==> src/design/kpi_pkg.sv <==
// Shared constants, codes and types for the keyframe position interpolator.
`timescale 1ns / 1ps
package kpi_pkg;

   // Table geometry
   localparam int MAX_KEYS = 64;
   localparam int KEY_AW   = $clog2(MAX_KEYS);
   localparam int CNT_W    = $clog2(MAX_KEYS + 1);

   // Blend weight fraction bits and product width (33-bit delta by 26-bit weight)
   localparam int DT_FRAC  = 24;
   localparam int DCNT_W   = $clog2(DT_FRAC);
   localparam int PROD_W   = 33 + DT_FRAC + 2;

   // Command queue between front and back
   localparam int QDEPTH   = 2;
   localparam int QAW      = (QDEPTH > 1) ? $clog2(QDEPTH) : 1;
   localparam int QCW      = $clog2(QDEPTH + 1);

   // Opcodes
   localparam logic [1:0] OP_APPEND = 2'd0;
   localparam logic [1:0] OP_CLEAR  = 2'd1;
   localparam logic [1:0] OP_QUERY  = 2'd2;

   // Status codes
   localparam logic [1:0] ST_OK    = 2'd0;
   localparam logic [1:0] ST_EMPTY = 2'd1;
   localparam logic [1:0] ST_FULL  = 2'd2;

   typedef enum logic [1:0] {
      CMD_APPEND,
      CMD_CLEAR,
      CMD_QUERY,
      CMD_NOP
   } kpi_cmd_type;

   typedef struct packed {
      kpi_cmd_type        cmd;
      logic signed [31:0] key_time;
      logic signed [31:0] x;
      logic signed [31:0] y;
      logic signed [31:0] z;
   } kpi_item_type;

   typedef struct packed {
      logic         valid;
      kpi_item_type item;
   } kpi_queue_type;

   typedef enum logic [3:0] {
      S_IDLE,
      S_TL,
      S_TN,
      S_SRCH,
      S_SCHK,
      S_BDAT,
      S_EDAT,
      S_DIV,
      S_PRB,
      S_PRE,
      S_PED,
      S_DELTA,
      S_MUL,
      S_ADD,
      S_SELD,
      S_RESP
   } kpi_state_type;

endpackage

==> src/design/kpi_front.sv <==
// Front end: takes command words, classifies the opcode and queues them.
`timescale 1ns / 1ps
module kpi_front (
   input  logic                  clock,
   input  logic                  reset,
   input  logic                  req_start,
   input  logic [1:0]            req_opcode,
   input  logic signed [31:0]    req_in_time,
   input  logic signed [31:0]    req_in_x,
   input  logic signed [31:0]    req_in_y,
   input  logic signed [31:0]    req_in_z,
   output logic                  busy,
   output kpi_pkg::kpi_queue_type head,
   input  logic                  pop
);
   import kpi_pkg::*;

   kpi_item_type     q_ff [QDEPTH];
   logic [QAW-1:0]   wr_ptr_ff, wr_ptr_in;
   logic [QAW-1:0]   rd_ptr_ff, rd_ptr_in;
   logic [QCW-1:0]   cnt_ff, cnt_in;
   logic             push;
   logic             do_pop;
   kpi_item_type     new_item;
   kpi_cmd_type      cmd;

   assign busy   = (cnt_ff == QCW'(QDEPTH));
   assign push   = req_start && !busy;
   assign do_pop = pop && (cnt_ff != '0);

   // Classify the opcode
   always_comb begin
      case (req_opcode)
         OP_APPEND: cmd = CMD_APPEND;
         OP_CLEAR:  cmd = CMD_CLEAR;
         OP_QUERY:  cmd = CMD_QUERY;
         default:   cmd = CMD_NOP;
      endcase
      new_item.cmd      = cmd;
      new_item.key_time = req_in_time;
      new_item.x        = req_in_x;
      new_item.y        = req_in_y;
      new_item.z        = req_in_z;
   end

   // Advance pointers and fill count
   always_comb begin
      wr_ptr_in = wr_ptr_ff;
      rd_ptr_in = rd_ptr_ff;
      cnt_in    = cnt_ff;
      if (push) begin
         wr_ptr_in = (wr_ptr_ff == QAW'(QDEPTH - 1)) ? '0 : wr_ptr_ff + QAW'(1);
      end
      if (do_pop) begin
         rd_ptr_in = (rd_ptr_ff == QAW'(QDEPTH - 1)) ? '0 : rd_ptr_ff + QAW'(1);
      end
      case ({push, do_pop})
         2'b10:   cnt_in = cnt_ff + QCW'(1);
         2'b01:   cnt_in = cnt_ff - QCW'(1);
         default: cnt_in = cnt_ff;
      endcase
   end

   always_ff @(posedge clock) begin
      if (reset) begin
         wr_ptr_ff <= '0;
         rd_ptr_ff <= '0;
         cnt_ff    <= '0;
      end else begin
         wr_ptr_ff <= wr_ptr_in;
         rd_ptr_ff <= rd_ptr_in;
         cnt_ff    <= cnt_in;
      end
   end

   // Hold queued words
   always_ff @(posedge clock) begin
      if (push) begin
         q_ff[wr_ptr_ff] <= new_item;
      end
   end

   assign head.valid = (cnt_ff != '0);
   assign head.item  = q_ff[rd_ptr_ff];

endmodule

==> config.mk <==
export PLATFORM = sky130hd
export DESIGN_NAME = kpi_front
export DESIGN_NICKNAME = d
export VERILOG_FILES = /design/src/design/kpi_pkg.sv /design/src/design/kpi_front.sv
export SDC_FILE = /design/constraint.sdc
export NUM_CORES = 1
export LEC_CHECK = 0
export ABC_AREA = 1
export BUFFER_PORTS_ARGS = -buffer_cell sky130_fd_sc_hd__buf_2
export CAP_MARGIN = 20
export CORE_MARGIN = 10
export CORE_UTILIZATION = 40
export CTS_CLUSTER_SIZE = 40
export DETAILED_ROUTE_END_ITERATION = 8
export PLACE_DENSITY = 0.67
export SLEW_MARGIN = 10
export SYNTH_ARGS = -nofsm -noshare
export SYNTH_HDL_FRONTEND = slang
export SYNTH_SLANG_ARGS = --single-unit
export TNS_END_PERCENT = 30
==> constraint.sdc <==
create_clock -name clock -period 7.45 [get_ports clock]
set_input_delay 1.49 -clock clock [delete_from_list [all_inputs] [get_ports clock]]
set_output_delay 1.49 -clock clock [all_outputs]
set_load 0.01 [all_outputs]
==> results by group, run 1 <==
Logic synthesis
  • FF+latch count, synth: 265
  • Most common cell in the netlist: edfxtp_1
  • Post-Syn Instances: 446
  • Synth Cell Area: 9661 µm²
  • Cell variety after synth: 14
  • Async SR Flop Fraction: 0
  • Synthesized Nets: 581
  • Ranking of synthesized cells by area: edfxtp_1 (81%), mux2_2 (15%), buf_6 (1.2%)
  • EDFF count, synth: 260
  • Synth area leader: edfxtp_1
  • Area share of the leading cell type in the synthesized netlist: 0.8082
  • Synth cell count leaders: edfxtp_1 (260), mux2_2 (130), nor2_1 (12), buf_6 (10), inv_1 (10)
  • Share of the yosys chip area belonging to registers: 0.8185
  • Mean post-synth cell area: 21.66 µm²
  • Synth warn: 0
  • Most used DFF post-synth: edfxtp_1

STA
  • Max-slew violation count: 0
  • Fin crit share: 0.5795
  • Clock Skews: 14.42 ps
  • Slew at the pin closest to its max-slew limit: 979.3 ps
  • Final Critical Period: 4317 ps
  • Achievable clock frequency: 231.6 MHz
  • Setup Total Neg Slack: 0 ps
  • Slew headroom: 0.3471
  • Final setup fails: 0
  • Hold Fails Final Rpt: 0
  • RSZ-0062 raised after global routing: false

Setup path
  • Worst setup EP type: primary output
  • Startpoint Class: flip-flop
  • Critical Path, Cell by Cell: buf_4, mux2_2, buf_2
  • Crit-path max cell delay: 950 ps
  • CP max FO: 72
  • Critical Path AT: 2830 ps
  • Slowest-stage cell, CP: dfxtp_4
  • Worst EP required: 5960 ps
  • Crit path kind: reg2out

Power
  • NetSw: 0.0009583 W
  • Switching part of the total power: 0.2488
  • Gate power share: 0.170
  • P per Cell Area: 316.3 nW/µm²
  • Int Power: 0.002893 W
  • Tot Pwr: 0.003852 W
  • Clk network pwr share: 0.338
  • Leak Pwr: 4.548 nW
  • Maximum VDD drop: 0.0001976 V
  • Flop pwr share: 0.492

Detailed routing
  • 1st-iter DRT viols: 284
  • Routed Antenna Nets: 0
  • DR pass1 iterations: 5
  • DRC violations left: 0
  • Drt total wl: 21.02 mm
  • Vias: 5031
  • DR WL/cell: 19.62 µm
  • Via density: 4.697

Die
  • Rows: 56
  • Die Wd: 175.4 µm
  • # IOs: 266
  • Starting density of the core: 0.4091
  • Die area: 30770 µm²
  • Die height: 175.4 µm
  • Core region area: 23610 µm²

Clock network
  • PostCTS Resize Cnt: 0
  • CTS Sinks: 265
  • Max clock buf depth: 3
  • Worst skew pair latency: 520 ps
  • CTS HTree Levels: 1
  • CTS tree: yes
  • CTS Root Cell: clkbuf_16
  • Clock-pin slew on the worst setup and hold paths: 60 ps
  • TritonCTS Buffers: 28
  • # hold bufs at CTS: 0
  • Postcts setup bufs: 0

GRT
  • First-pass GRT wire length: 31.88 mm
  • Gr ovfl total: 0
  • Largest net degree at the start of global routing: 73
  • Tot GR Track Use: 0.1307
  • Initial antenna violation count: 3
  • Vias in the first global route: 5566

Cells and area
  • Nets: 864
  • Fraction of layout cells with a size suffix above 1: 0.5912
  • Fin cells: 1071
  • Area grow syn2layout: 26.05%
  • Fill count: 1925
  • Final Util: 0.5157

Job
  • MaxCap Viol Count: 0

Min path
  • Hold Path Class: reg2reg

Status
  • Status: completed

Placed design
  • Port Buffers: 265
  • Routability cong.: 0.7731
  • DP Cell Count: 1018
  • Dpl hpwl: 14.64 mm
[registers in the layout, indices dropped and copies added, names as in the netlist, named ones only]
name	flops
q_ff	260
wr_ptr_ff	1
rd_ptr_ff	1
cnt_ff	2
[placed cells by master (no fill, tap or decap)]
cell	Yosys	routed
a21oi_1	1	1
buf_2	3	265
buf_4	1	4
bufinv_16	0	1
clkbuf_1	2	6
clkbuf_16	0	29
clkbuf_8	0	2
clkinv_1	0	4
clkinv_2	0	5
clkinv_4	0	3
clkinvlp_4	0	2
dfxtp_1	5	4
dfxtp_4	0	1
diode_2	0	1
edfxtp_1	260	260
ha_1	1	1
inv_1	10	9
inv_4	0	1
mux2_2	130	130
nand2_1	8	8
nand4_1	1	1
nor2_1	12	11
nor2_4	0	1
o21ai_0	2	2
[power by group through the flow]
stage | logic, W | registers (W) | clock network, W
6_report | 0.000655 | 0.00190 | 0.00130
2_1_floorplan | 0.000437 | 0.00190 | 0
5_1_grt | 0.000714 | 0.00191 | 0.00141
3_3_place_gp | 0.000655 | 0.00192 | 0
3_5_place_dp | 0.000668 | 0.00193 | 0
4_1_cts | 0.000673 | 0.00190 | 0.00134
[worst max-delay path: cells and delay by family, from the launching register on]
kind | cells | cell delay, ps
buffers and inverters | 2 | 870
flip-flops | 1 | 950
multiplexers | 1 | 420
[path summary, 6_finish.rpt]
kind                          start                     end  slack [ps]  cells after the start
max                       flip-flop                head[91]        3130                      3
min          rd_ptr_ff$_SDFFE_PP0P_  rd_ptr_ff$_SDFFE_PP0P_         520                      2
max reg2reg  cnt_ff[0]$_SDFFE_PP0P_   q_ff[1][84]$_DFFE_PP_        4660                      5
min reg2reg  rd_ptr_ff$_SDFFE_PP0P_  rd_ptr_ff$_SDFFE_PP0P_         520                      2
[kinds of logic after synthesis]
kind of cell / after synthesis / synth area share
compound gates: 3 / 0.001554
fa+ha+maj: 1 / 0.001295
buf+inv: 26 / 0.01865
flops: 265 / 0.8185
mux: 130 / 0.1515
simple gates: 21 / 0.008419
[metal layers]
metal	vias up	wire length (µm)	track usage
li1	2320	-	-
met1	2456	8286	0.1563
met2	222	10400	0.2203
met3	29	2006	0.04997
met4	4	299	0.02826
met5	-	27	0
[layout make-up]
cell class                      count  area [µm²]  area share
Clock inverter                     15       111.4    0.009145
Multi-Input combinational cell    155        1580      0.1298
Timing Repair Buffer              269        1356      0.1114
Clock buffer                       37       775.7     0.06371
Sequential cell                   265        7911      0.6497
Antenna cell                        1       2.502   0.0002055
Inverter                           10       40.04    0.003288
Tap cell                          319       399.1     0.03278
[stage by stage]
step	setup slack [ps]	instance area (µm²)	hold WS, ps
after floorplan	1885	9663	464.8
after global placement	3589	11290	484.2
after detailed placement	3507	11290	504.1
after CTS	2980	12170	517.9
after global routing	2888	12170	532.1
final	3133	12180	517.5
Power figures use the tool's default switching activity.
==> run 2: changes to the inputs <==
- ABC_AREA: 1 -> 0
- clock period: 7.45 -> 3.6 ns (I/O delays scaled with it)
==> run 2 against run 1 <==
Net effect:
- clock power rose by 92%
- routed wire length fell by 1.7%
- critical path depth did not move
- die area down 0.55%
==> results by group, run 2 <==
Status
  • Status: completed

Min path
  • Hold Path Class: in2reg

Detailed routing
  • DR pass1 iterations: 4 (-1)
  • DRC violations left: 0 (unchanged)
  • Drt total wl: 20.66 mm (-1.7%)
  • 1st-iter DRT viols: 293 (+3.2%)
  • Vias: 4921 (-2.2%)
  • DR WL/cell: 19.58 µm (-0.21%)
  • Via density: 4.664 (-0.70%)
  • Routed Antenna Nets: 0 (unchanged)

GRT
  • Initial antenna violation count: 3 (unchanged)
  • Largest net degree at the start of global routing: 70 (-4.1%)
  • Met2 Use GR: 0.2241 (+0.003833)
  • First-pass GRT wire length: 31.28 mm (-1.9%)
  • Vias in the first global route: 5589 (+0.41%)
  • Gr ovfl total: 0 (unchanged)
  • Tot GR Track Use: 0.1281 (-0.002586)
  • Routing usage on met1: 0.1449 (-0.01139)
  • GRT Max-Usage Layer: met2
  • GR Util met3: 0.04721 (-0.002759)

Power
  • Leak Pwr: 4.492 nW (-1.2%)
  • Gate power share: 0.254 (+0.084)
  • Int Power: 0.006331 W (+120%)
  • Clk network pwr share: 0.286 (-0.052)
  • NetSw: 0.002360 W (+150%)
  • Switching part of the total power: 0.2716 (+0.02279)
  • Flop pwr share: 0.460 (-0.032)
  • P per Cell Area: 717.4 nW/µm² (+130%)
  • Maximum VDD drop: 0.0004341 V (+120%)

Cells and area
  • Commonest non-fill, non-tap cell in the layout: buf_2
  • Commonest non-fill, non-tap cells in the layout: buf_2 (265), edfxtp_1 (260), mux2_2 (130), clkbuf_16 (27), clkinv_1 (8)
  • Fill count: 1928 (+0.16%)
  • Largest reg by FF count: q_ff
  • Nets: 852 (-1.4%)
  • Design area: 12120 µm² (-0.50%)
  • Area grow syn2layout: 26.20%
  • Max FFs per register: 260 (unchanged)
  • Fraction of layout cells with a size suffix above 1: 0.6035 (+0.01233)
  • Biggest regs: q_ff: 260 flops, cnt_ff: 2 flops

Placed design
  • DP Worst Slack: 1166 ps (-2341 ps)
  • Port Buffers: 265 (unchanged)
  • Dpl hpwl: 14.50 mm (-0.94%)
  • Routability cong.: 0.7583 (-1.9%)
  • DP Area: 11320 µm² (+0.33%)

Die
  • Core region area: 23540 µm² (-0.30%)
  • Die area: 30600 µm² (-0.55%)
  • Rows: 56 (unchanged)
  • Die Wd: 174.9 µm (-0.27%)
  • Starting density of the core: 0.4078 (-0.001333)
  • # IOs: 266 (unchanged)
  • Die height: 174.9 µm (-0.27%)

STA
  • RSZ-0062 raised after global routing: false
  • Final setup fails: 0 (unchanged)
  • Slew at the pin closest to its max-slew limit: 891.8 ps (-87.58 ps)
  • Slew headroom: 0.4055 (+0.05838)
  • Clock Skews: 6.336 ps (-8.081 ps)
  • Max-slew violation count: 0 (unchanged)
  • Fin crit share: 0.8035
  • Final Critical Period: 2893 ps
  • Achievable clock frequency: 345.7 MHz
  • Setup slack after layout: 707.3 ps (-2426 ps)
  • Hold Fails Final Rpt: 0 (unchanged)

Logic synthesis
  • Mean post-synth cell area: 22.22 µm² (+2.6%)
  • FF+latch count, synth: 265 (unchanged)
  • Synth Cell Area: 9600 µm² (-0.62%)
  • Ranking of synthesized cells by area: edfxtp_1 (81%), mux2_2 (15%), dfxtp_1 (1.0%)
  • Post-Syn Instances: 432 (-3.1%)
  • Synth cell count leaders: edfxtp_1 (260), mux2_2 (130), buf_4 (10), dfxtp_1 (5), buf_2 (4)
  • Async SR Flop Fraction: 0 (unchanged)
  • EDFF count, synth: 260 (unchanged)
  • Synth warn: 0 (unchanged)
  • Area share of the leading cell type in the synthesized netlist: 0.8132 (+0.005056)
  • Share of the yosys chip area belonging to registers: 0.8237 (+0.005121)
  • Synth area leader: edfxtp_1
  • Most used DFF post-synth: edfxtp_1
  • Synthesized Nets: 567 (-2.4%)
  • Most common cell in the netlist: edfxtp_1
  • Cell variety after synth: 20 (+6)

Setup path
  • Critical Path AT: 2170 ps (-660 ps)
  • CP max FO: 66 (-8.3%)
  • Worst setup EP type: primary output
  • Worst EP required: 2880 ps (-3080 ps)
  • Startpoint Class: flip-flop
  • Crit path kind: reg2out

Clock network
  • TritonCTS Buffers: 27 (-3.6%)
  • CTS Root Cell: clkbuf_16
  • Max clock buf depth: 3 (unchanged)
  • # hold bufs at CTS: 0 (unchanged)
  • CTS tree: yes
  • Clock-pin slew on the worst setup and hold paths: 60 ps (about the same)
  • PostCTS Resize Cnt: 0 (unchanged)
  • Worst skew pair latency: 520 ps (about the same)
  • Postcts setup bufs: 0 (unchanged)
  • CTS Sinks: 265 (unchanged)
  • CTS HTree Levels: 1 (unchanged)

Job
  • MaxCap Viol Count: 0 (unchanged)
==> run 2: per-stage QoR <==
step | std cells | utilization | hold WS [ps] | power [W] | setup TNS (ps)
after floorplan | 432 | - | 451.5 | 0.005451 | -67330
after global placement | 1007 | 0.4810 | 490.1 | 0.006273 | 0
after detailed placement | 1007 | 0.4810 | 488.5 | 0.006324 | 0
after CTS | 1053 | 0.5144 | 362.9 | 0.008843 | 0
after global routing | 1053 | 0.5144 | 362.6 | 0.009119 | 0
final | 1055 | 0.5146 | 387.3 | 0.008692 | 0
==> run 2: cell families (layout without fill, tap and decap cells) <==
group	after synthesis	after routing	synth area share
AOI/OAI and AO/OA	5	5	0.002868
DFF	265	265	0.8237
buffers and inverters	19	321	0.01186
and+or+nand+nor	9	9	0.005083
other	0	2	0
xor gates and xnor gates	3	3	0.002737
adders and majority gates	1	1	0.001303
muxes	130	130	0.1525
==> run 2: final timing paths <==
| check | start | end | slack [ps] | cells after the start |
|---|---|---|---|---|
| hold / removal | req_in_time[29] | q_ff[1][125]$_DFFE_PP_ | 390 | 1 |
| setup / recovery | flip-flop | head[18] | 710 | 3 |
| setup reg to reg | cnt_ff[0]$_SDFFE_PP0P_ | q_ff[0][33]$_DFFE_PP_ | 1450 | 5 |
| hold reg to reg | wr_ptr_ff$_SDFFE_PP0P_ | wr_ptr_ff$_SDFFE_PP0P_ | 500 | 2 |
==> run 2: cell type report <==
type	instances	area, µm²	area share
Clock inverter	16	98.84	0.008159
Multi-Input combinational cell	148	1584	0.1307
Tap cell	319	399.1	0.03294
Clock buffer	30	686.9	0.05670
Timing Repair Buffer	272	1416	0.1169
Sequential cell	265	7911	0.6530
Antenna cell	2	5.005	0.0004131
Inverter	3	13.76	0.001136
==> run 2: layer usage <==
metal,wire length (µm),up-vias
li1,-,2287
met1,7912,2410
met2,10620,186
met3,1705,36
met4,407,2
met5,13,-
==> run 2: critical path: stages (launching register included) <==
cell,delay (ps)
dfxtp_4,350
buf_4,640
mux2_2,420
buf_2,150
==> run 2: power groups by stage <==
stage                     sequential (W)  combinational (W)  clock [W]
final                            0.00400            0.00221    0.00249
after global routing             0.00403            0.00239    0.00269
after CTS                        0.00400            0.00227    0.00257
after detailed placement         0.00407            0.00226          0
after global placement           0.00404            0.00223          0
after floorplan                  0.00406            0.00139          0
